$ cat src/rtl/core/kcrp_ram.sv
// kcrp_ram: generic single-write, single-read RAM with registered read data.
// No dependencies.
`default_nettype none

module kcrp_ram #(
    parameter int WIDTH = 8,
    parameter int DEPTH = 16
) (
    input  wire logic                     clk,
    input  wire logic                     we,
    input  wire logic [$clog2(DEPTH)-1:0] waddr,
    input  wire logic [WIDTH-1:0]         wdata,
    input  wire logic [$clog2(DEPTH)-1:0] raddr,
    output logic      [WIDTH-1:0]         rdata
);

    logic [WIDTH-1:0] mem [DEPTH];

    // write port and registered read port
    always_ff @(posedge clk)
    begin
        if (we)
        begin
            mem[waddr] <= wdata;
        end
        rdata <= mem[raddr];
    end

endmodule

`default_nettype wire

$ cat config.mk
export PLATFORM = sky130hd
export DESIGN_NAME = kcrp_ram
export DESIGN_NICKNAME = d
export VERILOG_FILES = /design/src/rtl/core/kcrp_ram.sv
export SDC_FILE = /design/constraint.sdc
export NUM_CORES = 1
export LEC_CHECK = 0
export CORE_ASPECT_RATIO = 0.7
export CORE_MARGIN = 5
export CORE_UTILIZATION = 55
export DETAILED_ROUTE_END_ITERATION = 8
export DONT_BUFFER_PORTS = 1
export PLACE_DENSITY = 0.7
export SLEW_MARGIN = 0
export SYNTH_ARGS = -nofsm -noshare
export SYNTH_HDL_FRONTEND = slang
export SYNTH_SLANG_ARGS = --single-unit
$ cat constraint.sdc
create_clock -name clk -period 1.9 [get_ports clk]
set_clock_uncertainty 0.1 [all_clocks]
set_input_delay 0.095 -clock clk [delete_from_list [all_inputs] [get_ports clk]]
set_output_delay 0.095 -clock clk [all_outputs]
set_load 0.01 [all_outputs]
# After elaboration in Yosys (flattened, before gate mapping)

Memories as Yosys holds them, arrays and structs flattened. A register that Yosys moved wholly into a read port is not among the register bits.
Index checks and enable logic that the tools add are counted.

Mux-type cells: 2

Operator list:

| kind             | number |
|---|---|
| 1-bit 2-to-1 mux | 2 |

Register bits: 0
RAM bits: 128
Memories: 1

Memory list:

| name | depth | width | read ports | clocked after Yosys merged registers in | write ports | RTL line | source |
|---|---|---|---|---|---|---|---|
| mem  | 16    | 8     | 1          | 1                                       | 1           | 17       | `logic [WIDTH-1:0] mem [DEPTH];` |

# Logic depth before layout (Yosys ltp)

Word-level depth: 2
Depth in mapped cells: 5

# Worst setup path before layout

Ideal clock, no wire load.

Path kind: input to register
Start: input waddr[2]
End: memory mem[0][0] (enable)
Arrival time: 1205 ps
Path buffers: 0
Cell stages on the path: 2
Slack: 212 ps
Path through: or3b_2 > nor3_1

RTL lines:

| what        | RTL line | source |
|---|---|---|
| from (decl) | 11       | `input wire logic [$clog2(DEPTH)-1:0] waddr,` |
| to (decl)   | 17       |  |

Straight into the memory's write port.

==> results.json <==
{
  "whs_ps": 14.1,
  "area_growth_pct": 19.5,
  "p_int_mw": 5.73,
  "cp_slowest_cell": "dlygate4sd3_1",
  "grt_usage_pct": 19.0,
  "clockPowerShare_pct": 47.6,
  "first_iter_violations": 249,
  "via_per_inst": 5.77,
  "finalMaxSlewViolations": 0,
  "io_buffers": 0,
  "grt_pass1_vias": 2469,
  "drive_above_1_share_pct": 23.2,
  "cts_inserted_buffers": 17,
  "synthCells": 229,
  "cp.depth": 4,
  "yosysSeqAreaShare_pct": 77.8,
  "final_nets": 290,
  "outcome": "complete, no violations",
  "rr_worst_depth": 4,
  "critical_path_class": "flop to flop",
  "path_cells": "mux4_2 > dlygate4sd3_1 > a22oi_1 > nand2_1",
  "hp-class": "input pin to flop",
  "gr-total-overflow": 0,
  "relSlewSlack_pct": 51.9,
  "die_w_um": 126,
  "yosysUniqueCellTypes": 19,
  "num_vias": 2358,
  "ios": 26,
  "place_area_um2": 5340,
  "reg2reg_from": "mem[7][6]",
  "initial_utilization_pct": 56.5,
  "clk_latency_ps": 410,
  "start_kind": "flop",
  "worst_slew_pin_slew_ps": 719,
  "ctsRootBufferMaster": "clkbuf_16",
  "fmax_mhz": 547,
  "min_period_ps": 1830,
  "r2r_slack_ps": 70,
  "power.switching_mw": 1.29,
  "synth_top_area_share_pct": 74.7,
  "min_from": "raddr[0]",
  "swShare_pct": 18.4,
  "design_area_um2": 6150,
  "pwr-share-seq_pct": 48.3,
  "drc": 0,
  "syn_area_per_cell_um2": 22.5,
  "crit_buf_inv": 1,
  "die_area_um2": 11400,
  "min_period_over_period_pct": 96.2,
  "arrival_ps": 2010,
  "max_stage_delay_ps": 580,
  "setup_viol": 0,
  "grt_max_degree": 33,
  "dieHeight_um": 90.9,
  "synth_fp_nets": 247,
  "final_core_utilization_pct": 67.6,
  "cts_tree": "done",
  "crit_family": "buffers and inverters",
  "setup_tns_ps": 0,
  "rows": 29,
  "irDropWorstVdd_v": 0.000921,
  "cts_buffer_depth": 2,
  "core_area_um2": 9110,
  "leakage_nw": 2.08,
  "antenna_found_initial": 0,
  "max_cap_viol_count": 0,
  "synth_seq_cells": 136,
  "grt_pass1_wl_mm": 15.0,
  "synth_top_area_cell": "edfxtp_1",
  "wirelength_mm": 10.2,
  "min_path_cells": 3,
  "cts_max_level": 4,
  "pwr-share-comb_pct": 4.1,
  "ant_nets": 0,
  "post-dp-hpwl_mm": 5.96,
  "critPathLaunch": "mem[7][6]",
  "syn_area_um2": 5150,
  "clock-sinks": 136,
  "drt-pass1-iter-count": 4,
  "worstSetupEndpointType": "flop",
  "worstPathRequired_ps": 2080,
  "ys_warn_count": 0,
  "cts.clk_slew.worst_paths_ps": 50,
  "total_power_mw": 7.02,
  "hold_violations": 0,
  "netlist_top_cells_area": "edfxtp_1, mux4_2, mux4_1",
  "diodes": 0,
  "worstPathMaxFanout": 1,
  "power.density_nw_per_um2": 1140,
  "wire_per_inst_um": 25.0,
  "globalplace.congestion": 0.709
}
-- cell families after synthesis --
family / count (synthesis) / share of synthesized area (%)
and+or+nand+nor: 35 / 3.18
muxes: 32 / 15.0
DFF: 136 / 77.8
buffers and inverters: 10 / 1.68
AOI/OAI and AO/OA: 16 / 2.33
-- power by group through the flow --
| stage | Clock [mW] | Combinational (mW) | Sequential [mW] |
|---|---|---|---|
| after floorplan | 0 | 0.170 | 3.44 |
| after global placement | 0 | 0.181 | 3.45 |
| after detailed placement | 0 | 0.184 | 3.45 |
| after CTS | 3.39 | 0.289 | 3.39 |
| after global routing | 3.53 | 0.309 | 3.40 |
| final | 3.34 | 0.288 | 3.39 |
-- stage by stage --
step / cells / setup WS (ps)
2_1_floorplan: 229 / 212
3_3_place_gp: 360 / 495
3_5_place_dp: 360 / 486
4_1_cts: 410 / 37.0
5_1_grt: 409 / -3.56
6_report: 409 / 72.1
-- cells in the mapped netlist --
library cell,number
clkdlybuf4s25_2,3
or3b_2,1
nor2b_1,1
mux4_2,18
nand3_1,1
a22oi_1,16
nand3b_1,2
mux4_1,14
nand2_1,9
buf_4,1
and2_1,1
edfxtp_1,128
buf_2,3
nor3_1,4
and2b_1,1
nor2_1,13
dfxtp_1,8
buf_6,3
nand2b_1,2
-- placed cells by master (no fill, tap or decap), types with 2 or more instances in the layout --
| master | synthesis | layout |
|---|---|---|
| edfxtp_1 | 128 | 128 |
| mux4_2 | 18 | 18 |
| clkbuf_16 | 0 | 17 |
| buf_4 | 1 | 17 |
| a22oi_1 | 16 | 15 |
| mux4_1 | 14 | 14 |
| dlygate4sd3_1 | 0 | 14 |
| nor2_1 | 13 | 13 |
| nand2_1 | 9 | 9 |
| dfxtp_1 | 8 | 8 |
| nor3_1 | 4 | 4 |
| bufinv_16 | 0 | 4 |
| clkinv_2 | 0 | 4 |
| clkinv_1 | 0 | 3 |
| nand3b_1 | 2 | 2 |
| nand2b_1 | 2 | 2 |
| clkbuf_1 | 0 | 2 |
| clkbuf_8 | 0 | 2 |
| buf_12 | 0 | 2 |
-- final cells by class --
type | instances | area, um^2
repair buffers | 34 | 320
fillers | 580 | 2950
flip-flops and latches | 136 | 4000
well taps | 124 | 155
multi-input cells | 83 | 1060
clock buffers | 21 | 460
clock inverters | 11 | 151
-- worst reg2reg max path, cell delays in order (launching register included) --
cell           delay (ps)
edfxtp_1              360
mux4_2                470
dlygate4sd3_1         580
a22oi_1               140
nand2_1                70
-- state kept, by name (all words and copies together) (netlist names) --
| signal | count |
|---|---|
| mem | 128 |
| rdata | 8 |
-- repair_timing --
| item | 4_1_cts | 5_1_grt |
|---|---|---|
| resized for setup | 0 | 2 |
| hold buffers | 18 | 1 |
| hold endpoints to repair | 168 | 2 |
| setup endpoints to repair | 0 | 3 |
| setup buffers | 0 | 0 |
-- layer usage --
metal  share of wire [%]  track usage (%)  vias to the layer above
li1                    -                -                     1062
met1                  42             26.8                     1202
met2                  47             28.1                       92
met3                  10             6.80                        2
met4                0.43             6.23                        0
met5                   0                0                        -
-- path summary, 6_finish.rpt --
| check | end |
|---|---|
| worst max-delay path | rdata[6] |
| worst min-delay path | rdata[7] |
| worst min register to register | rdata[2] |
| worst max register to register | rdata[6] |
Power figures use the tool's default switching activity.
