==> config.mk <==
export PLATFORM = sky130hd
export DESIGN_NAME = kcrp_core
export DESIGN_NICKNAME = d
export VERILOG_FILES = /design/src/rtl/core/kcrp_pkg.sv /design/src/rtl/core/kcrp_core.sv
export SDC_FILE = /design/constraint.sdc
export NUM_CORES = 1
export LEC_CHECK = 0
export ABC_AREA = 1
export BUFFER_PORTS_ARGS = -buffer_cell sky130_fd_sc_hd__buf_2
export CAP_MARGIN = 15
export CORE_MARGIN = 3
export CORE_UTILIZATION = 35
export CTS_CLUSTER_DIAMETER = 40
export DETAILED_ROUTE_END_ITERATION = 10
export PLACE_DENSITY = 0.6
export SLEW_MARGIN = 20
export SYNTH_ARGS = -nofsm -noshare
export SYNTH_HDL_FRONTEND = slang
export SYNTH_SLANG_ARGS = --single-unit
==> constraint.sdc <==
create_clock -name clk -period 3.2 [get_ports clk]
set_clock_uncertainty 0.2 [all_clocks]
set_input_delay 0.32 -clock clk [delete_from_list [all_inputs] [get_ports clk]]
set_output_delay 0.32 -clock clk [all_outputs]
set_load 0.05 [all_outputs]
==> src/rtl/core/kcrp_pkg.sv <==
// kcrp_pkg: shared sizes, operation and mode codes, and the result record
// for the key change recorder/player. No dependencies.
`default_nettype none

package kcrp_pkg;

    // sizing
    localparam int EVENT_DEPTH = 1024;
    localparam int KEY_COUNT   = 8;
    localparam int KEY_W       = 8;
    localparam int TIME_W      = 32;
    localparam int HELD_W      = 11;
    localparam int COUNT_W     = $clog2(EVENT_DEPTH + 1);
    localparam int ADDR_W      = $clog2(EVENT_DEPTH);
    localparam int ENTRY_W     = TIME_W + KEY_W;

    // keys beyond KEY_COUNT are ignored
    localparam logic [KEY_W-1:0] KEY_MASK = KEY_W'((64'd1 << KEY_COUNT) - 64'd1);

    // operation codes
    typedef enum logic [1:0] {
        OP_TICK  = 2'd0,
        OP_REC   = 2'd1,
        OP_PLAY  = 2'd2,
        OP_STOP  = 2'd3
    } op_t;

    // reported mode codes
    localparam logic [1:0] MODE_CODE_IDLE = 2'd0;
    localparam logic [1:0] MODE_CODE_REC  = 2'd1;
    localparam logic [1:0] MODE_CODE_PLAY = 2'd2;

    // operating mode
    typedef enum logic [2:0] {
        MODE_IDLE = 3'b001,
        MODE_RECORD = 3'b010,
        MODE_PLAYBACK = 3'b100
    } mode_t;

    // one result transaction
    typedef struct packed {
        logic              event_stored;
        logic              store_full;
        logic [KEY_W-1:0]  press_mask;
        logic [KEY_W-1:0]  release_mask;
        logic [KEY_W-1:0]  current_keys;
        logic [TIME_W-1:0] tick_time;
        logic [HELD_W-1:0] events_held;
        logic [1:0]        mode_now;
    } result_t;

endpackage

`default_nettype wire

==> src/rtl/core/kcrp_core.sv <==
// kcrp_core: mode, tick counter, key state, event count and play index, plus
// the per-transaction record/playback logic. Depends on kcrp_pkg; drives kcrp_ram.
`default_nettype none

module kcrp_core (
    input  wire logic                     clk,
    input  wire logic                     rst_n,
    input  wire logic                     accept,
    input  wire kcrp_pkg::op_t            op,
    input  wire logic [kcrp_pkg::KEY_W-1:0] key_sample,
    output kcrp_pkg::result_t             result,
    output logic                          ram_we,
    output logic [kcrp_pkg::ADDR_W-1:0]   ram_waddr,
    output logic [kcrp_pkg::ENTRY_W-1:0]  ram_wdata,
    output logic [kcrp_pkg::ADDR_W-1:0]   ram_raddr,
    input  wire logic [kcrp_pkg::ENTRY_W-1:0] ram_rdata
);
    import kcrp_pkg::*;

    mode_t              mode_reg, mode_next;
    logic [TIME_W-1:0]  tick_reg, tick_next;
    logic [KEY_W-1:0]   keys_reg, keys_next;
    logic [COUNT_W-1:0] count_reg, count_next;
    logic [COUNT_W-1:0] index_reg, index_next;

    logic [KEY_W-1:0]   sample;
    logic [TIME_W-1:0]  ev_time;
    logic [KEY_W-1:0]   ev_keys;
    logic [KEY_W-1:0]   changed;
    logic               stored;
    logic               full;
    logic [KEY_W-1:0]   press;
    logic [KEY_W-1:0]   release_keys;

    // ram read data always holds the entry at the current play index
    assign sample  = key_sample & KEY_MASK;
    assign ev_time = ram_rdata[ENTRY_W-1:KEY_W];
    assign ev_keys = ram_rdata[KEY_W-1:0];
    assign changed = keys_reg ^ ev_keys;

    // next state for one transaction
    always_comb
    begin
        mode_next    = mode_reg;
        tick_next    = tick_reg;
        keys_next    = keys_reg;
        count_next   = count_reg;
        index_next   = index_reg;
        stored       = 1'b0;
        full         = 1'b0;
        press        = '0;
        release_keys = '0;
        ram_we       = 1'b0;
        if (accept)
        begin
            case (op)
                OP_TICK:
                begin
                    if (mode_reg == MODE_RECORD)
                    begin
                        if (sample != keys_reg || tick_reg == '0)
                        begin
                            if (count_reg < COUNT_W'(EVENT_DEPTH))
                            begin
                                ram_we     = 1'b1;
                                count_next = count_reg + 1'b1;
                                stored     = 1'b1;
                            end
                            else
                            begin
                                full = 1'b1;
                            end
                            keys_next = sample;
                        end
                        tick_next = tick_reg + 1'b1;
                    end
                    else if (mode_reg == MODE_PLAYBACK)
                    begin
                        if (index_reg < count_reg && index_reg < COUNT_W'(EVENT_DEPTH))
                        begin
                            if (tick_reg == ev_time)
                            begin
                                press        = changed & ev_keys;
                                release_keys = changed & ~ev_keys;
                                keys_next    = ev_keys;
                                index_next   = index_reg + 1'b1;
                            end
                            tick_next = tick_reg + 1'b1;
                        end
                    end
                end
                OP_REC:
                begin
                    count_next = '0;
                    tick_next  = '0;
                    keys_next  = '0;
                    mode_next  = MODE_RECORD;
                end
                OP_PLAY:
                begin
                    index_next = '0;
                    tick_next  = '0;
                    mode_next  = MODE_PLAYBACK;
                end
                default:
                begin
                    mode_next = MODE_IDLE;
                end
            endcase
        end
    end

    // store port: append at the event count, prefetch at the next play index
    assign ram_waddr = count_reg[ADDR_W-1:0];
    assign ram_wdata = {tick_reg, sample};
    assign ram_raddr = index_next[ADDR_W-1:0];

    // result fields
    always_comb
    begin
        result.event_stored = stored;
        result.store_full   = full;
        result.press_mask   = press;
        result.release_mask = release_keys;
        result.current_keys = keys_next;
        result.tick_time    = tick_next;
        result.events_held  = HELD_W'(count_next);
        case (mode_next)
            MODE_RECORD:   result.mode_now = MODE_CODE_REC;
            MODE_PLAYBACK: result.mode_now = MODE_CODE_PLAY;
            default:       result.mode_now = MODE_CODE_IDLE;
        endcase
    end

    // state registers
    always_ff @(posedge clk or negedge rst_n)
    begin
        if (!rst_n)
        begin
            mode_reg  <= MODE_IDLE;
            tick_reg  <= '0;
            keys_reg  <= '0;
            count_reg <= '0;
            index_reg <= '0;
        end
        else
        begin
            mode_reg  <= mode_next;
            tick_reg  <= tick_next;
            keys_reg  <= keys_next;
            count_reg <= count_next;
            index_reg <= index_next;
        end
    end

endmodule

`default_nettype wire

=== After elaboration in Yosys (flattened, before gate mapping) ===
Cells that the tools add are included.

* Add/subtract/negate cells: 3
* Bitwise operators: 4
* Order comparisons: 3
* Multiplexer cells: 48
* Reduce and logical (&&, ||, !) cells: 7
* Equal/unequal tests: 12

{| class="wikitable"
|+ Operators with widths
! operator !! number
|-
| 8-bit two-way mux || 18
|-
| 32-bit two-way mux || 4
|-
| 11-bit two-way mux || 8
|-
| 32-bit one-hot mux with 2 select lines || 1
|-
| 11-bit one-hot mux with 2 select lines || 2
|-
| 32-bit by 1-bit adder with 32-bit output (second input constant) || 1
|-
| 32-bit == test || 1
|-
| 32-bit zero test || 1
|-
| 11-bit by 1-bit adder with 11-bit output (second input constant) || 2
|-
| 11-bit less-than comparator (second input constant) || 2
|-
| 8-bit AND || 2
|-
| 8-bit one-hot mux with 2 select lines || 1
|-
| 11-bit less-than comparator || 1
|-
| 1-bit two-way mux || 10
|-
| 10-bit two-way mux || 1
|-
| 3-bit one-hot mux with 3 select lines || 1
|-
| 2-bit != test (second input constant) || 4
|-
| 8-bit != test || 1
|-
| 8-bit inverter || 1
|-
| 8-bit XOR || 1
|-
| 3-bit by 2-bit == test with 1-bit output (second input constant) || 2
|-
| 3-bit == test (second input constant) || 2
|-
| 6-bit AND reduction || 1
|-
| 2-bit one-hot mux with 2 select lines || 1
|-
| other kinds (8) || 8
|}

* Logic and storage cells: 83
* Output and inout port bits: 132
* Bits of input ports: 53
* Register bits: 65

=== Longest topological paths before layout ===
* Depth in word-level cells: 8
* Depth in mapped cells: 15
* Gate-level depth less buffers: 15

=== Worst setup path before layout ===
No wires, ideal clock.

* Path kind: flip-flop to output port
* From: register count_reg[10]
* To: output result[18] (netlist bit)
* Arrival: 2.794 ns
* Required time: 2.680 ns
* Cell stages (with the launch flop): 12
* Setup slack: -0.114 ns
* Cell sequence: dfrtp_1 > inv_1 > ha_1 > nand2_1 > nor2_1 > nand3_1 > nand4_2 > nand2_1 > buf_2 > a21oi_1 > nand2_1 > o21ai_0

{| class="wikitable"
|+ RTL lines
! element !! line !! RTL
|-
| from (decl) || kcrp_core.sv:23 || <nowiki>logic [COUNT_W-1:0] count_reg, count_next;</nowiki>
|-
| from (signal assigned) || kcrp_core.sv:151 || <nowiki>count_reg <= count_next;</nowiki>
|-
| to (decl) || kcrp_core.sv:11 || <nowiki>output kcrp_pkg::result_t result,</nowiki>
|}

==> results by stage <==
Setup path:
- The worst endpoint required time is 2680 ps.
- The critical path goes through inv_1 -> ha_1 -> nand2_1 -> nor2_2 -> nand3_2 -> nand4_4 -> nand2_4 -> buf_6 -> buf_16 -> a21oi_4 -> nand2_1 -> o21ai_2 -> buf_6.
- On the worst path, the slowest cell contributes a delay of 360 ps.
- The endpoint arrival time on the critical path is 2570 ps.
- The worst setup path is launched from a flip-flop.
- The type of the worst setup path is flip-flop to output pin.
- Among all stages on the critical path, the largest delay is contributed by sky130_fd_sc_hd__dfrtp_1.
- Of all nets on the critical path, the largest fanout is 19.
- STA classifies the critical path endpoint as an output pin.

Global route:
- Global routing used 21.5% of the available tracks.
- For this run the aggregate overflow at the end of global routing stands at 0.
- The global-route wire length before repair is 30900 um.
- The initial antenna violation count is 1.
- Entering global routing, the biggest net connects 28 pins.
- The number of global-route vias before repair is 6027.

Detailed routing:
- In the routed layout, each cell is associated on average with a via count of 4.96.
- The iteration-0 DRC count of the detailed router is 521.
- The post-route antenna net violation count is 0.
- The first-pass detailed-route iteration total is 6.
- For this run, design rule violations remaining after detail routing come to 0.
- The total number of vias is 6543.
- After detailed routing, the total wire length is 20000 um.
- After detailed routing, the average wire length per cell comes to 15.2 um.

Layout:
- The final-layout fill cell count is 1610.
- In the layout the commonest cells are 249 x sky130_fd_sc_hd__nand2_1, 130 x sky130_fd_sc_hd__buf_2, 128 x sky130_fd_sc_hd__inv_1.
- The layout cell share with drive strength beyond 1 is 32.3%.
- The cell area after layout is 7860 um2.
- The count of antenna diodes in the layout is 0.
- The number of flip-flops in the largest register is 32.
- From synthesis to final layout, the design area changed by 38.7%.
- The multi-input combinational cell area is 3480 um2.
- The library cell used most frequently in the layout, excluding fill and tap cells, is sky130_fd_sc_hd__nand2_1.
- The number of nets in the final layout is 1170.
- The footprint of the flip-flops and latches is 1640 um2.

CTS:
- Clock-pin slew was measured on the worst setup and hold paths at 60 ps.
- The cell at the root of the clock tree is sky130_fd_sc_hd__clkbuf_16.
- Clock tree synthesis inserted a total of 9 buffers.
- The number of H-tree levels is 3.
- The clock drives 65 sinks.
- The clock passes through at most 2 buffers.
- The clock reaches the later pin of the worst-skew pair after 350 ps.
- The clock tree from TritonCTS is yes.

Floorplan:
- The number of placement rows is 45.
- The starting density of the core is 36.5%.
- The placeable core region is 15500 um2.
- The die area is 17700 um2.
- The horizontal die dimension is 133 um.
- The number of top-level pins is 185.
- The floorplan step set the die height to 133 um.

STA:
- The worst path needs 3090 ps of the cycle, external delays included.
- The final max-slew violation count is 0.
- The pin slew with the least headroom to its limit is 780 ps.
- Hold is met by 163 ps.
- In the finished design, the share of the clock period the worst path needs comes to 96.5%.
- Setup violations remaining at the end of the flow were counted as 0.
- Setup repair after global routing could not meet its margin everywhere.
- The worst pin sits at a relative slew slack of 47.9%.
- The final count of hold timing violations came to 0.
- Across all setup checks in the final design, the least slack found is 114 ps.
- The maximum achievable frequency is 0.324 GHz.

Yosys:
- The total of warnings raised by yosys is 0.
- The synthesized netlist occupies a cell area of 5670 um2.
- The share of the yosys chip area belonging to registers is 28.7%.
- The count of state elements after synthesis is 65.
- The mean area per synthesized cell is 6.25 um2.
- Summed over its instances, the top area cell type makes up 28.3% of the synthesized netlist area.
- By area the synthesized netlist is led by sky130_fd_sc_hd__dfrtp_1 28%, sky130_fd_sc_hd__nand2_1 17%, sky130_fd_sc_hd__inv_1 9.1%.
- Summed over all instances, the cell type with the most area after synthesis is sky130_fd_sc_hd__dfrtp_1.
- The net count after synthesis is 973.
- The cell count after synthesis is 906.
- The number of different library cells used by synthesis comes to 37.

Power:
- Across the VDD grid, the largest voltage drop is 0.250 mV.
- For this design the ratio of total power to cell area is 350 nW/um2.
- The cell leakage power is 4.05 nW.

Outcome:
- The run finished with clean final reports.

Hold path:
- The path class of the tightest hold or removal check is primary input to flip-flop.

Placed design:
- The HPWL after detailed placement is 14700 um.
- The final weighted congestion of routability-driven global placement is 0.913.
- Prior to clock tree synthesis, the placed netlist has a worst setup slack of 102 ps.
- The number of buffers added on ports is 184.
- The cell area after placement is 6710 um2.

Job:
- The number of max-cap violations is 0.
logic make-up after synthesis:
logic type / count (synthesis) / share of synthesized area [%]
AND/OR/NAND/NOR: 501 / 39.1
buffers and inverters: 193 / 15.0
AO/OA/AOI/OAI: 106 / 9.94
flip-flops: 65 / 28.7
XOR/XNOR: 27 / 4.17
adder cells (fa/ha/maj): 14 / 3.09
metrics by stage:
| stage | instances | util (%) | power (W) | setup TNS, ps |
|---|---|---|---|---|
| global route | 1319 | 50.6 | 0.00286 | -57.6 |
| finish | 1319 | 50.6 | 0.00275 | 0 |
| detailed placement | 1273 | 43.2 | 0.00146 | 0 |
| global placement | 1273 | 43.2 | 0.00145 | 0 |
| floorplan | 906 | - | 0.00128 | -208 |
| CTS | 1301 | 47.4 | 0.00271 | -4.13 |
repair_timing:
action                                  in CTS  in global routing
endpoints found under the setup margin      46                 73
hold buffers                                 1                  0
resized for setup                           55                130
buffers inserted                            10                 16
endpoints found under the hold margin       25                  0
pin swaps                                    6                 17
gates cloned                                 1                  2
area by class of cell:
| class | instances | area share, % |
|---|---|---|
| multi-input cells | 648 | 44.2 |
| flip-flops and latches | 65 | 20.9 |
| repair buffers | 231 | 19.9 |
| inverters | 148 | 7.07 |
| well taps | 211 | 3.36 |
| clock buffers | 10 | 3.04 |
| clock inverters | 6 | 1.45 |
synthesized netlist by cell type (all sizes together):
library cell and n:
clkinv 2, xnor2 10, a22oi 2, clkbuf 7
or2 1, o211ai 1, xor2 17, inv 146
o22ai 14, o21ai 57, nor4 7, dfrtp 64
buf 38, nor3 30, dfstp 1, nand4 21
ha 14, nand3 67, a21oi 32, nand2 258
nor2 117
final timing paths:
path,depth (start not counted),from,slack (ps),endpoint
worst max-delay path,13,count_reg[3]$_DFF_PN0_,110,result[18]
worst min-delay path,3,accept,160,tick_reg[31]$_DFF_PN0_
worst max register to register,15,count_reg[10]$_DFF_PN0_,840,tick_reg[19]$_DFF_PN0_
worst min register to register,2,mode_reg[0]$_DFF_PN1_,330,mode_reg[0]$_DFF_PN1_
max in group asynchronous,3,rst_n,1640,mode_reg[0]$_DFF_PN1_
min in group asynchronous,2,rst_n,330,tick_reg[8]$_DFF_PN0_
worst max-delay path, delay by kind of cell (launching register included):
family / cells / cell delay [ps]
buf+inv: 4 / 590
compound gates: 2 / 350
fa+ha+maj: 1 / 290
simple gates: 6 / 610
flops: 1 / 360
where the power goes:
group / internal, W / total (W) / leakage [nW] / switching [W]
logic: 0.000228 / 0.000678 / 3.01 / 0.000451
registers: 0.000850 / 0.000879 / 0.873 / 0.0000295
clock network: 0.000785 / 0.00119 / 0.165 / 0.000408
total: 0.00186 / 0.00275 / 4.05 / 0.000888
per-layer routing:
layer  part of all wire, %  vias up  global-route usage, %  routed length, um
met5                 0.065        -                      0                 13
met2                    45      283                   33.6               8950
met1                    46     2978                   30.8               9130
met3                   7.9       24                   3.97               1590
li1                      -     3256                      -                  -
met4                   1.5        2                   5.03                299
No activity file was read; power rests on OpenSTA's default activity.
