[src/rtl/core/kcrp_pkg.sv]
// kcrp_pkg: shared sizes, operation and mode codes, and the result record
// for the key change recorder/player. No dependencies.
`default_nettype none

package kcrp_pkg;

    // sizing
    localparam int EVENT_DEPTH = 1024;
    localparam int KEY_COUNT   = 8;
    localparam int KEY_W       = 8;
    localparam int TIME_W      = 32;
    localparam int HELD_W      = 11;
    localparam int COUNT_W     = $clog2(EVENT_DEPTH + 1);
    localparam int ADDR_W      = $clog2(EVENT_DEPTH);
    localparam int ENTRY_W     = TIME_W + KEY_W;

    // keys beyond KEY_COUNT are ignored
    localparam logic [KEY_W-1:0] KEY_MASK = KEY_W'((64'd1 << KEY_COUNT) - 64'd1);

    // operation codes
    typedef enum logic [1:0] {
        OP_TICK  = 2'd0,
        OP_REC   = 2'd1,
        OP_PLAY  = 2'd2,
        OP_STOP  = 2'd3
    } op_t;

    // reported mode codes
    localparam logic [1:0] MODE_CODE_IDLE = 2'd0;
    localparam logic [1:0] MODE_CODE_REC  = 2'd1;
    localparam logic [1:0] MODE_CODE_PLAY = 2'd2;

    // operating mode
    typedef enum logic [2:0] {
        MODE_IDLE = 3'b001,
        MODE_RECORD = 3'b010,
        MODE_PLAYBACK = 3'b100
    } mode_t;

    // one result transaction
    typedef struct packed {
        logic              event_stored;
        logic              store_full;
        logic [KEY_W-1:0]  press_mask;
        logic [KEY_W-1:0]  release_mask;
        logic [KEY_W-1:0]  current_keys;
        logic [TIME_W-1:0] tick_time;
        logic [HELD_W-1:0] events_held;
        logic [1:0]        mode_now;
    } result_t;

endpackage

`default_nettype wire

[src/rtl/core/kcrp_out_if.sv]
// kcrp_out_if: result channel (valid/ready plus result fields).
// Depends on kcrp_pkg.
`default_nettype none

interface kcrp_out_if;
    import kcrp_pkg::*;

    logic              valid;
    logic              ready;
    logic              event_stored;
    logic              store_full;
    logic [KEY_W-1:0]  press_mask;
    logic [KEY_W-1:0]  release_mask;
    logic [KEY_W-1:0]  current_keys;
    logic [TIME_W-1:0] tick_time;
    logic [HELD_W-1:0] events_held;
    logic [1:0]        mode_now;

    modport source (
        output valid, input ready,
        output event_stored, output store_full, output press_mask, output release_mask,
        output current_keys, output tick_time, output events_held, output mode_now
    );
    modport sink (
        input valid, output ready,
        input event_stored, input store_full, input press_mask, input release_mask,
        input current_keys, input tick_time, input events_held, input mode_now
    );
endinterface

`default_nettype wire

[src/rtl/core/kcrp_out_buf.sv]
// kcrp_out_buf: two-entry output stage (result register plus skid register)
// that drives the result channel. Depends on kcrp_pkg and kcrp_out_if.
`default_nettype none

module kcrp_out_buf (
    input  wire logic              clk,
    input  wire logic              rst_n,
    input  wire logic              push,
    input  wire kcrp_pkg::result_t data,
    output logic                   ready,
    kcrp_out_if.source             result
);
    import kcrp_pkg::*;

    logic    main_valid_reg, main_valid_next;
    logic    skid_valid_reg, skid_valid_next;
    result_t main_reg, main_next;
    result_t skid_reg, skid_next;
    logic    pop;

    assign ready = !skid_valid_reg;
    assign pop   = main_valid_reg && result.ready;

    // buffer control
    always_comb
    begin
        main_valid_next = main_valid_reg;
        skid_valid_next = skid_valid_reg;
        main_next       = main_reg;
        skid_next       = skid_reg;
        if (push)
        begin
            if (!main_valid_reg || pop)
            begin
                main_next       = data;
                main_valid_next = 1'b1;
            end
            else
            begin
                skid_next       = data;
                skid_valid_next = 1'b1;
            end
        end
        else if (pop)
        begin
            if (skid_valid_reg)
            begin
                main_next       = skid_reg;
                skid_valid_next = 1'b0;
            end
            else
            begin
                main_valid_next = 1'b0;
            end
        end
    end

    always_ff @(posedge clk or negedge rst_n)
    begin
        if (!rst_n)
        begin
            main_valid_reg <= 1'b0;
            skid_valid_reg <= 1'b0;
        end
        else
        begin
            main_valid_reg <= main_valid_next;
            skid_valid_reg <= skid_valid_next;
        end
    end

    // payload registers
    always_ff @(posedge clk)
    begin
        main_reg <= main_next;
        skid_reg <= skid_next;
    end

    // drive the result channel
    assign result.valid        = main_valid_reg;
    assign result.event_stored = main_reg.event_stored;
    assign result.store_full   = main_reg.store_full;
    assign result.press_mask   = main_reg.press_mask;
    assign result.release_mask = main_reg.release_mask;
    assign result.current_keys = main_reg.current_keys;
    assign result.tick_time    = main_reg.tick_time;
    assign result.events_held  = main_reg.events_held;
    assign result.mode_now     = main_reg.mode_now;

endmodule

`default_nettype wire

[src/flat_wrapper.sv]
// flat-port wrapper written by rule: the top's interface ports become plain ports
module kcrp_out_buf_flat import kcrp_pkg::*;
  (clk, rst_n, push, data, ready, result_valid, result_ready, result_event_stored, result_store_full, result_press_mask, result_release_mask, result_current_keys, result_tick_time, result_events_held, result_mode_now);
  kcrp_out_if result_i ();
  input  wire logic clk;
  input  wire logic rst_n;
  input  wire logic push;
  input  wire kcrp_pkg::result_t data;
  output logic ready;
  output wire logic [$bits(result_i.valid)-1:0] result_valid;
  input wire logic [$bits(result_i.ready)-1:0] result_ready;
  output wire logic [$bits(result_i.event_stored)-1:0] result_event_stored;
  output wire logic [$bits(result_i.store_full)-1:0] result_store_full;
  output wire logic [$bits(result_i.press_mask)-1:0] result_press_mask;
  output wire logic [$bits(result_i.release_mask)-1:0] result_release_mask;
  output wire logic [$bits(result_i.current_keys)-1:0] result_current_keys;
  output wire logic [$bits(result_i.tick_time)-1:0] result_tick_time;
  output wire logic [$bits(result_i.events_held)-1:0] result_events_held;
  output wire logic [$bits(result_i.mode_now)-1:0] result_mode_now;
  assign result_valid = result_i.valid;
  assign result_i.ready = result_ready;
  assign result_event_stored = result_i.event_stored;
  assign result_store_full = result_i.store_full;
  assign result_press_mask = result_i.press_mask;
  assign result_release_mask = result_i.release_mask;
  assign result_current_keys = result_i.current_keys;
  assign result_tick_time = result_i.tick_time;
  assign result_events_held = result_i.events_held;
  assign result_mode_now = result_i.mode_now;
  kcrp_out_buf u_core (.clk(clk), .rst_n(rst_n), .push(push), .data(data), .ready(ready), .result(result_i));
endmodule
[config.mk]
export PLATFORM = sky130hd
export DESIGN_NAME = kcrp_out_buf_flat
export DESIGN_NICKNAME = d
export VERILOG_FILES = /design/src/rtl/core/kcrp_pkg.sv /design/src/rtl/core/kcrp_out_if.sv /design/src/rtl/core/kcrp_out_buf.sv /design/src/flat_wrapper.sv
export SDC_FILE = /design/constraint.sdc
export NUM_CORES = 1
export LEC_CHECK = 0
export BUFFER_PORTS_ARGS = -buffer_cell sky130_fd_sc_hd__buf_2
export CAP_MARGIN = 20
export CORE_MARGIN = 2
export CORE_UTILIZATION = 39
export DETAILED_ROUTE_END_ITERATION = 6
export PLACE_DENSITY_LB_ADDON = 0.15
export SETUP_SLACK_MARGIN = 0.05
export SLEW_MARGIN = 20
export SYNTH_ARGS = -nofsm -noshare
export SYNTH_HDL_FRONTEND = slang
export SYNTH_SLANG_ARGS = --single-unit
[constraint.sdc]
create_clock -name clk -period 5.9 [get_ports clk]
set_clock_uncertainty 0.15 [all_clocks]
set_input_delay 0.295 -clock clk [delete_from_list [all_inputs] [get_ports clk]]
set_output_delay 0.295 -clock clk [all_outputs]
set_load 0.01 [all_outputs]
---- Word level (Yosys, flattened, before mapping) ----
Cells that the tools add are included.
W data, S select, Z words.
word-level totals
  register bits ........................... 144
  input bits .............................. 75
  output and inout bits ................... 73
  logic and storage cells ................. 43
operators by class
  eq/ne operators ......................... 3
  mux-type cells .......................... 11
  bitwise operators ....................... 1
  reductions and logical operators ........ 10
operator list
  operator              number
  $mux W71              4
  $mux W1               7
  $reduce_and A3 Y1     2
  $ne A2 B2 Y1 const B  2
  $reduce_and A2 Y1     2
  $reduce_bool A2 Y1    2
  $logic_not A1 Y1      2
  $ne A2 B1 Y1 const B  1
  $logic_and A1 B1 Y1   1
  $logic_or A1 B1 Y1    1
  $not A1 Y1            1

---- Longest topological paths before layout ----
Gate-level depths: netlist (run 1).
  word-level depth ........................ 4
  depth in mapped cells ................... 4
  depth with buffers taken out ............ 3

---- Least setup slack after synthesis (run 1) ----
OpenSTA, ideal clock, no wires.
  path type ............................... in2reg
  start ................................... in push
  end ..................................... reg u_core.main_reg, in the netlist u_core.result.current_keys[0] (enable)
  setup time .............................. 0.500 ns
  arrival ................................. 3.598 ns
  data required time ...................... 5.250 ns
  path slack .............................. 1.652 ns
  stages on the path ...................... 4
  buffers on the path ..................... 2
  path through ............................ buf_6 buf_6 a21oi_1 nor2_1
on the way
  longest elaborated chain between the ends .. 2
  elaborated cells between the ends (all ways) .. 4
  classes of those cells .................. 1 x eq/ne; 3 x reduce/logical
ends and longest elaborated chain
  element                                                              RTL line            text
  start, declared                                                      flat_wrapper.sv:7   input wire logic push;
  $ne A2 B1 Y1 (no line) / $reduce_bool A2 Y1 (equally long branches)  -
  $reduce_and A3 Y1 (no line) *                                        -
  end signal, assigned                                                 kcrp_out_buf.sv:75  main_reg <= main_next;
  end, declared                                                        kcrp_out_buf.sv:17  result_t main_reg, main_next;
Every way passes the cells marked *; elsewhere a longest branch is shown, timed or not.
A chain may end at the register's enable or synchronous reset.

---- Final worst setup path (run 1) ----
  start ................................... reg u_core.main_valid_reg, in the netlist u_core.result.valid
  end ..................................... reg u_core.skid_reg[30] (netlist name) (enable)
on the way
  longest elaborated chain between the ends .. 4
  elaborated cells between the ends (all ways) .. 5
  classes of those cells .................. 1 x bitwise; 4 x reduce/logical
ends and longest elaborated chain
  element                                                         RTL line                                text
  start, declared                                                 kcrp_out_buf.sv:15                      logic main_valid_reg, main_valid_next;
  start signal, assigned                                          kcrp_out_buf.sv:67                      main_valid_reg <= main_valid_next;
  $logic_not A1 Y1 / $logic_and A1 B1 Y1 (equally long branches)  kcrp_out_buf.sv:33, kcrp_out_buf.sv:22
  $logic_or A1 B1 Y1 *                                            kcrp_out_buf.sv:33                      if (!main_valid_reg || pop)
  $not A1 Y1 (no line) *                                          -
  $reduce_and A2 Y1 (no line) *                                   -
  end signal, assigned                                            kcrp_out_buf.sv:76                      skid_reg <= skid_next;
  end, declared                                                   kcrp_out_buf.sv:18                      result_t skid_reg, skid_next;
Marks and branches as above.

==> results of run 1 <==
==> synthesized netlist by cell type, drive strengths merged <==
library cell / count
mux2: 71
nand2: 2
nor2: 3
dfrtp: 2
nor2b: 1
a21o: 1
inv: 1
and2: 1
a21oi: 2
edfxtp: 142
buf: 8
==> metrics by stage <==
step	hold slack (ps)	utilization, %	cell area, um^2
6_report	32.9	55.6	7630
5_1_grt	29.3	55.6	7630
4_1_cts	12.4	55.6	7630
3_5_place_dp	-67.8	46.1	6330
3_3_place_gp	-69.8	46.1	6330
2_1_floorplan	-151	-	5420
==> layout make-up <==
cell class	count	area, um^2	area share [%]
Clock inverter	15	161	2.11
Sequential cell	144	4310	56.5
Tap cell	180	225	2.95
Timing Repair Buffer	221	1470	19.3
Clock buffer	17	425	5.57
Multi-Input combinational cell	81	1030	13.5
Inverter	1	3.75	0.0492
==> layer usage <==
layer  up-vias  GRT usage (%)
li1       1397              -
met1      1396           18.3
met2       107           20.8
met3        20           4.40
met4         0           7.69
met5         -              0
==> logic make-up (layout without fill, tap and decap cells) <==
kind of cell | after synthesis | in the layout
AOI/OAI and AO/OA | 3 | 3
buffers and inverters | 9 | 254
DFF | 144 | 144
muxes | 71 | 71
and+or+nand+nor | 7 | 7
==> power by group through the flow <==
stage          clock (mW)  sequential, mW  combinational [mW]
3_3_place_gp            0            1.26               0.216
5_1_grt              1.11            1.25               0.276
2_1_floorplan           0            1.29              0.0949
3_5_place_dp            0            1.26               0.220
6_report             1.05            1.24               0.252
4_1_cts              1.08            1.24               0.257
==> repair_timing <==
| item | CTS | global route |
|---|---|---|
| endpoints found under the hold margin | 73 | 0 |
| resized for setup | 0 | 0 |
| hold buffers | 72 | 0 |
==> worst max-delay path: cells and delay by family, from the launching register on <==
kind	cells	cell delay, ps
DFF	1	390
and+or+nand+nor	2	1140
==> worst paths after layout <==
| path | depth (start not counted) | slack [ps] | end |
|---|---|---|---|
| worst min-delay path | 3 | 30 | u_core.result.valid$_DFFE_PN0P_ |
| max in group asynchronous | 2 | 5460 | u_core.skid_valid_reg$_DFFE_PN0P_ |
| worst max-delay path | 2 | 3780 | u_core.skid_reg[30]$_DFFE_PP_ |
| min in group asynchronous | 2 | 40 | u_core.result.valid$_DFFE_PN0P_ |
| worst max register to register | 2 | 3780 | u_core.skid_reg[30]$_DFFE_PP_ |
| worst min register to register | 1 | 390 | u_core.result.release_mask[0]$_DFFE_PP_ |
==> placed cells by master (no fill, tap or decap), types with 3 or more instances in the layout <==
cell type,count
mux2_4,46
buf_2,146
buf_4,3
mux2_2,25
clkbuf_16,17
edfxtp_1,142
clkinvlp_4,4
dlygate4sd3_1,72
clkinv_4,4
inv_6,3
==> summary.md, run 1 <==
| Metric | Value |
|---|---|
| Final Cycle Share | 35.9% |
| Antenna violations before repair | 0 |
| Met1 Wirelength | 4.57 mm |
| Clock slew at reported path FFs | 60 ps |
| Wire per inst | 15.3 um |
| XOR/XNOR Fraction of Synth Area | 0% |
| Post-synthesis compound-gate area fraction | 0.323% |
| DRC Markers | 0 |
| FF-to-FF Start | u_core.result.valid$_DFFE_PN0P_ |
| Switching Share | 22.2% |
| Max reg flops | 71 |
| Worst slew pin tran | 978 ps |
| Synth area leaders | edfxtp_1, mux2_4, mux2_2 |
| Post-synthesis net count | 309 |
| Total I/O pin count | 148 |
| Root buffer cell | clkbuf_16 |
| Comb pwr share | 9.9% |
| Adder-Cell Fraction of Synth Area | 0% |
| Status | finished, final reports clean |
| Non-Filler Instances | 659 |
| DRT Pass-1 Iters | 4 |
| DR vias/cell | 4.43 |
| First-pass GRT wire length | 15.1 mm |
| Crit path max fanout | 71 |
| Worst setup EP type | register |
| # nets final | 541 |
| CP startpoint | u_core.result.valid$_DFFE_PN0P_ |
| Gate count after technology mapping | 234 |
| Psw | 0.564 mW |
| Setup TNS | 0 ps |
| Grt ovf | 0 |
| Synthesized cell area | 5420 um^2 |
| IO buf count | 147 |
| Place WS | 3590 ps |
| DR WL met3 | 646 um |
| Crit start category | register |
| Mean Syn Cell Area | 23.1 um^2 |
| Clock power share | 41.3% |
| Met2 WL | 4.61 mm |
| Worst path required time | 5790 ps |
| Die height | 122 um |
| Pwr dens | 333 nW/um^2 |
| CORE AREA | 13,700 um^2 |
| Peak supply drop | 0.157 mV |
| Number of instances in the placed design | 555 |
| ANT nets after route | 0 |
| Synth Area in Simple Gates | 0.578% |
| Clock latency on the worst-skew pair | 420 ps |
| DRT iter0 DRCs | 134 |
| Gpl congestion | 0.706 |
| Full die area | 14,800 um^2 |
| Max Fclk | 472 MHz |
| Top cell type by total area after synthesis | edfxtp_1 |
| Worst path max stage delay | 830 ps |
| Tot Pwr | 2.54 mW |
| Min-Delay Path Class | input port to register |
| Hold path start | result_ready |
| TritonCTS clock tree | done |
| RSZ-0062 raised after global routing | no |
| Slew Viols, Final | 0 |
| Final hold violations | 0 |
| Top-area cell type share of the netlist area | 78.7% |
| Sequential share of power | 48.8% |
| Postcts setup bufs | 0 |
| All-Layer GR Usage | 14.0% |
| Die X | 122 um |
| TritonCTS Buffers | 17 |
| P&R area growth vs syn | 41.0% |
| H-tree depth | 4 |
| Synthesis warning total | 0 |
| Finish-stage setup viols | 0 |
| Critical path class | register to register |
| Via count | 2,920 |
| Initial Utilization | 39.5% |
| Max-capacitance violation count | 0 |
| Distinct cell type count after synthesis | 13 |
| CTS sink count | 144 |
| Largest family of logic cells by synthesized area | multiplexers |
| Synthesized flop and latch total | 144 |
| Fillcell total | 1,117 |
| Mux cell area share after synthesis | 17.9% |
| Vias in the first global route | 2,915 |
| HPWL Detailed | 5.93 mm |
| Largest net degree at the start of global routing | 72 |
| Min cycle time layout | 2120 ps |
| Share of layout cells above drive strength 1 | 53.0% |
| CP cell instances | nor2b_1 > and2_4 |
| Leak | 3.04 nW |
| Slowest CP cell | and2_4 |
| Ant. Diodes | 0 |
| Clock tree buffer depth | 2 |
| DRT Wirelength | 10.1 mm |
| Max transition margin | 34.8% |
| Sequential share of the synthesized area | 79.6% |
| Arrival @ worst endpoint | 2010 ps |
| Row cnt | 43 |
| Pint | 1.98 mW |
| DR top layer | met4 |
| Setup ws final | 3780 ps |
Power figures use the tool's default switching activity.
==> run 2, diff against run 1 <==
==> constraint.sdc (replaced) <==
create_clock -name clk -period 2 [get_ports clk]
set_clock_uncertainty 0.15 [all_clocks]
set_input_delay 0.1 -clock clk [delete_from_list [all_inputs] [get_ports clk]]
set_output_delay 0.1 -clock clk [all_outputs]
set_load 0.01 [all_outputs]
==> summary.md, run 2 (synthesized netlist as in run 1, its figures left out) <==
| Metric | Value |
|---|---|
| Status | finished, final reports clean |
| Final Cell Area | 7780 um^2 (+1.9%) |
| Fillcell total | 1,099 (-1.6%) |
| Grt ovf | 0 (unchanged) |
| DRT iter0 DRCs | 190 (+42%) |
| RSZ-0062 raised after global routing | no |
| Pwr dens | 983 nW/um^2 (+200%) |
| Finish-stage setup viols | 0 (unchanged) |
| DRT Wirelength | 10.2 mm (+0.89%) |
| TritonCTS clock tree | done |
| Row cnt | 43 (unchanged) |
| DRC Markers | 0 (unchanged) |
| Area of the multi-input gates | 1040 um^2 (+1.1%) |
| Switching Share | 20.6% (-1.6 points) |
| H-tree depth | 4 (unchanged) |
| DR vias/cell | 4.44 (+0.12%) |
| # nets final | 549 (+1.5%) |
| Via count | 2,959 (+1.3%) |
| GRT Max-Usage Layer | met2 |
| Min cycle time layout | 1620 ps (-501 ps) |
| Slowest CP cell | dfrtp_2 |
| Worst path max stage delay | 400 ps (-430 ps) |
| Worst setup EP type | register |
| Die X | 122 um (unchanged) |
| Clock slew at reported path FFs | 60 ps (about the same) |
| Max Fclk | 618 MHz (+31%) |
| Wire per inst | 15.3 um (-0.32%) |
| Pint | 6.07 mW (+210%) |
| Final hold violations | 0 (unchanged) |
| Vias in the first global route | 2,960 (+1.5%) |
| Psw | 1.58 mW (+180%) |
| Gpl congestion | 0.722 (+2.2%) |
| Peak supply drop | 0.570 mV (+260%) |
| Place WS | 372 ps (-3220 ps) |
| Antenna violations before repair | 0 (unchanged) |
| CTS sink count | 144 (unchanged) |
| Max transition margin | 76.0% (+41 points) |
| Setup ws final | 381 ps (-3400 ps) |
| DP Area | 6430 um^2 (+1.6%) |
| HPWL Detailed | 6.35 mm (+7.0%) |
| Max reg flops | 71 (unchanged) |
| Comb pwr share | 10.3% (+0.4 points) |
| Critical path class | register to register |
| P&R area growth vs syn | 43.6% |
| Clock tree buffer depth | 2 (unchanged) |
| Max-capacitance violation count | 0 (unchanged) |
| Leak | 3.12 nW (+2.6%) |
| Min-Delay Path Class | input port to register |
| Share of layout cells above drive strength 1 | 52.8% (-0.26 points) |
| Commonest non-fill, non-tap cell in the layout | buf_2 |
| Crit path max fanout | 27 (-62%) |
| DRT Pass-1 Iters | 4 (unchanged) |
| Ant. Diodes | 0 (unchanged) |
| Highest-count cells in the layout ignoring fill and taps | buf_2, edfxtp_1, dlygate4sd3_1 |
| M3 GR Usage | 5.48% (+1.1 points) |
| Register area | 4320 um^2 (about the same) |
| Largest net degree at the start of global routing | 52 (-28%) |
| CORE AREA | 13,700 um^2 (unchanged) |
| GRT met2 Usage | 21.0% (+0.17 points) |
| IO buf count | 147 (unchanged) |
| Initial Utilization | 39.5% (unchanged) |
| CP cell instances | nor2b_4 > and2_4 > buf_4 |
| Clock power share | 41.9% (+0.6 points) |
| TritonCTS Buffers | 17 (unchanged) |
| Worst path required time | 1920 ps (-3870 ps) |
| First-pass GRT wire length | 15.3 mm (+1.5%) |
| Arrival @ worst endpoint | 1540 ps (-470 ps) |
| Total I/O pin count | 148 (unchanged) |
| Crit start category | register |
| Die height | 122 um (unchanged) |
| ANT nets after route | 0 (unchanged) |
| Full die area | 14,800 um^2 (unchanged) |
| All-Layer GR Usage | 14.0% (-0.051 points) |
| Root buffer cell | clkbuf_16 |
| Clock latency on the worst-skew pair | 410 ps (about the same) |
| Met1 usage | 17.9% (-0.46 points) |
| Sequential share of power | 47.8% (-1.0 points) |
| Worst slew pin tran | 360 ps (-618 ps) |
| Slew Viols, Final | 0 (unchanged) |
| Final Cycle Share | 81.0% (+45 points) |
## run 2: changes by cell type in the layout (fill, tap and decap cells not counted), sizes merged
| cell | previous run | this run |
|---|---|---|
| bufinv | 2 | 4 |
| inv | 4 | 1 |
| buf | 149 | 154 |
| clkinvlp | 4 | 1 |
| clkbuf | 17 | 18 |
| clkinv | 6 | 9 |
| dlygate4sd3 | 72 | 75 |
## run 2: metal layers
| metal | routed length, um | vias to the layer above |
|---|---|---|
| met5 | 0 | - |
| met1 | 4580 | 1414 |
| li1 | - | 1413 |
| met4 | 202 | 0 |
| met2 | 4630 | 116 |
| met3 | 777 | 16 |
## run 2: power groups by stage
| stage | Sequential [mW] | Combinational (mW) | Clock (mW) |
|---|---|---|---|
| after global placement | 3.71 | 0.676 | 0 |
| after detailed placement | 3.72 | 0.683 | 0 |
| after CTS | 3.66 | 0.798 | 3.29 |
| after global routing | 3.67 | 0.853 | 3.41 |
| final | 3.66 | 0.785 | 3.20 |
| after floorplan | 3.79 | 0.287 | 0 |
## run 2: layout make-up
class | instances | area share [%]
Sequential cell | 144 | 55.5
Timing Repair Buffer | 229 | 20.5
Multi-Input combinational cell | 81 | 13.4
Clock buffer | 18 | 5.52
Tap cell | 180 | 2.90
Clock inverter | 14 | 2.20
Inverter | 1 | 0.0483
## run 2: path summary, 6_finish.rpt
| kind | from | end | slack, ps | cells after the start |
|---|---|---|---|---|
| min reg2reg | u_core.skid_reg[24]$_DFFE_PP_ | u_core.result.tick_time[11]$_DFFE_PP_ | 400 | 1 |
| min | data[14] | u_core.skid_reg[14]$_DFFE_PP_ | 260 | 2 |
| max in group asynchronous | rst_n | u_core.result.valid$_DFFE_PN0P_ | 1180 | 3 |
| max | u_core.result.valid$_DFFE_PN0P_ | u_core.skid_reg[62]$_DFFE_PP_ | 380 | 3 |
| min in group asynchronous | rst_n | u_core.skid_valid_reg$_DFFE_PN0P_ | 390 | 3 |
| max reg2reg | u_core.result.valid$_DFFE_PN0P_ | u_core.skid_reg[62]$_DFFE_PP_ | 380 | 3 |
## run 2: worst max-delay path, delay by kind of cell, from the launching register on
kind	cells	cell delay, ps
flip-flops	1	400
buffers and inverters	1	330
AND/OR/NAND/NOR	2	380
## run 2: per-stage QoR
step	TNS (ps)	total power [mW]	util (%)	cells	hold slack, ps
final	0	7.65	56.7	667	260
after global routing	0	7.94	56.7	667	244
after CTS	0	7.74	56.7	667	233
after detailed placement	0	4.40	46.8	560	-259
after global placement	0	4.39	46.8	560	-261
after floorplan	-20700	4.08	-	234	-346
## run 2: timing repair
| item | in CTS | in global routing |
|---|---|---|
| hold buffers | 75 | 0 |
| buffers inserted | 0 | 0 |
| hold endpoints to repair | 146 | 0 |
| resized for setup | 0 | 0 |
| endpoints found under the setup margin | 0 | 0 |
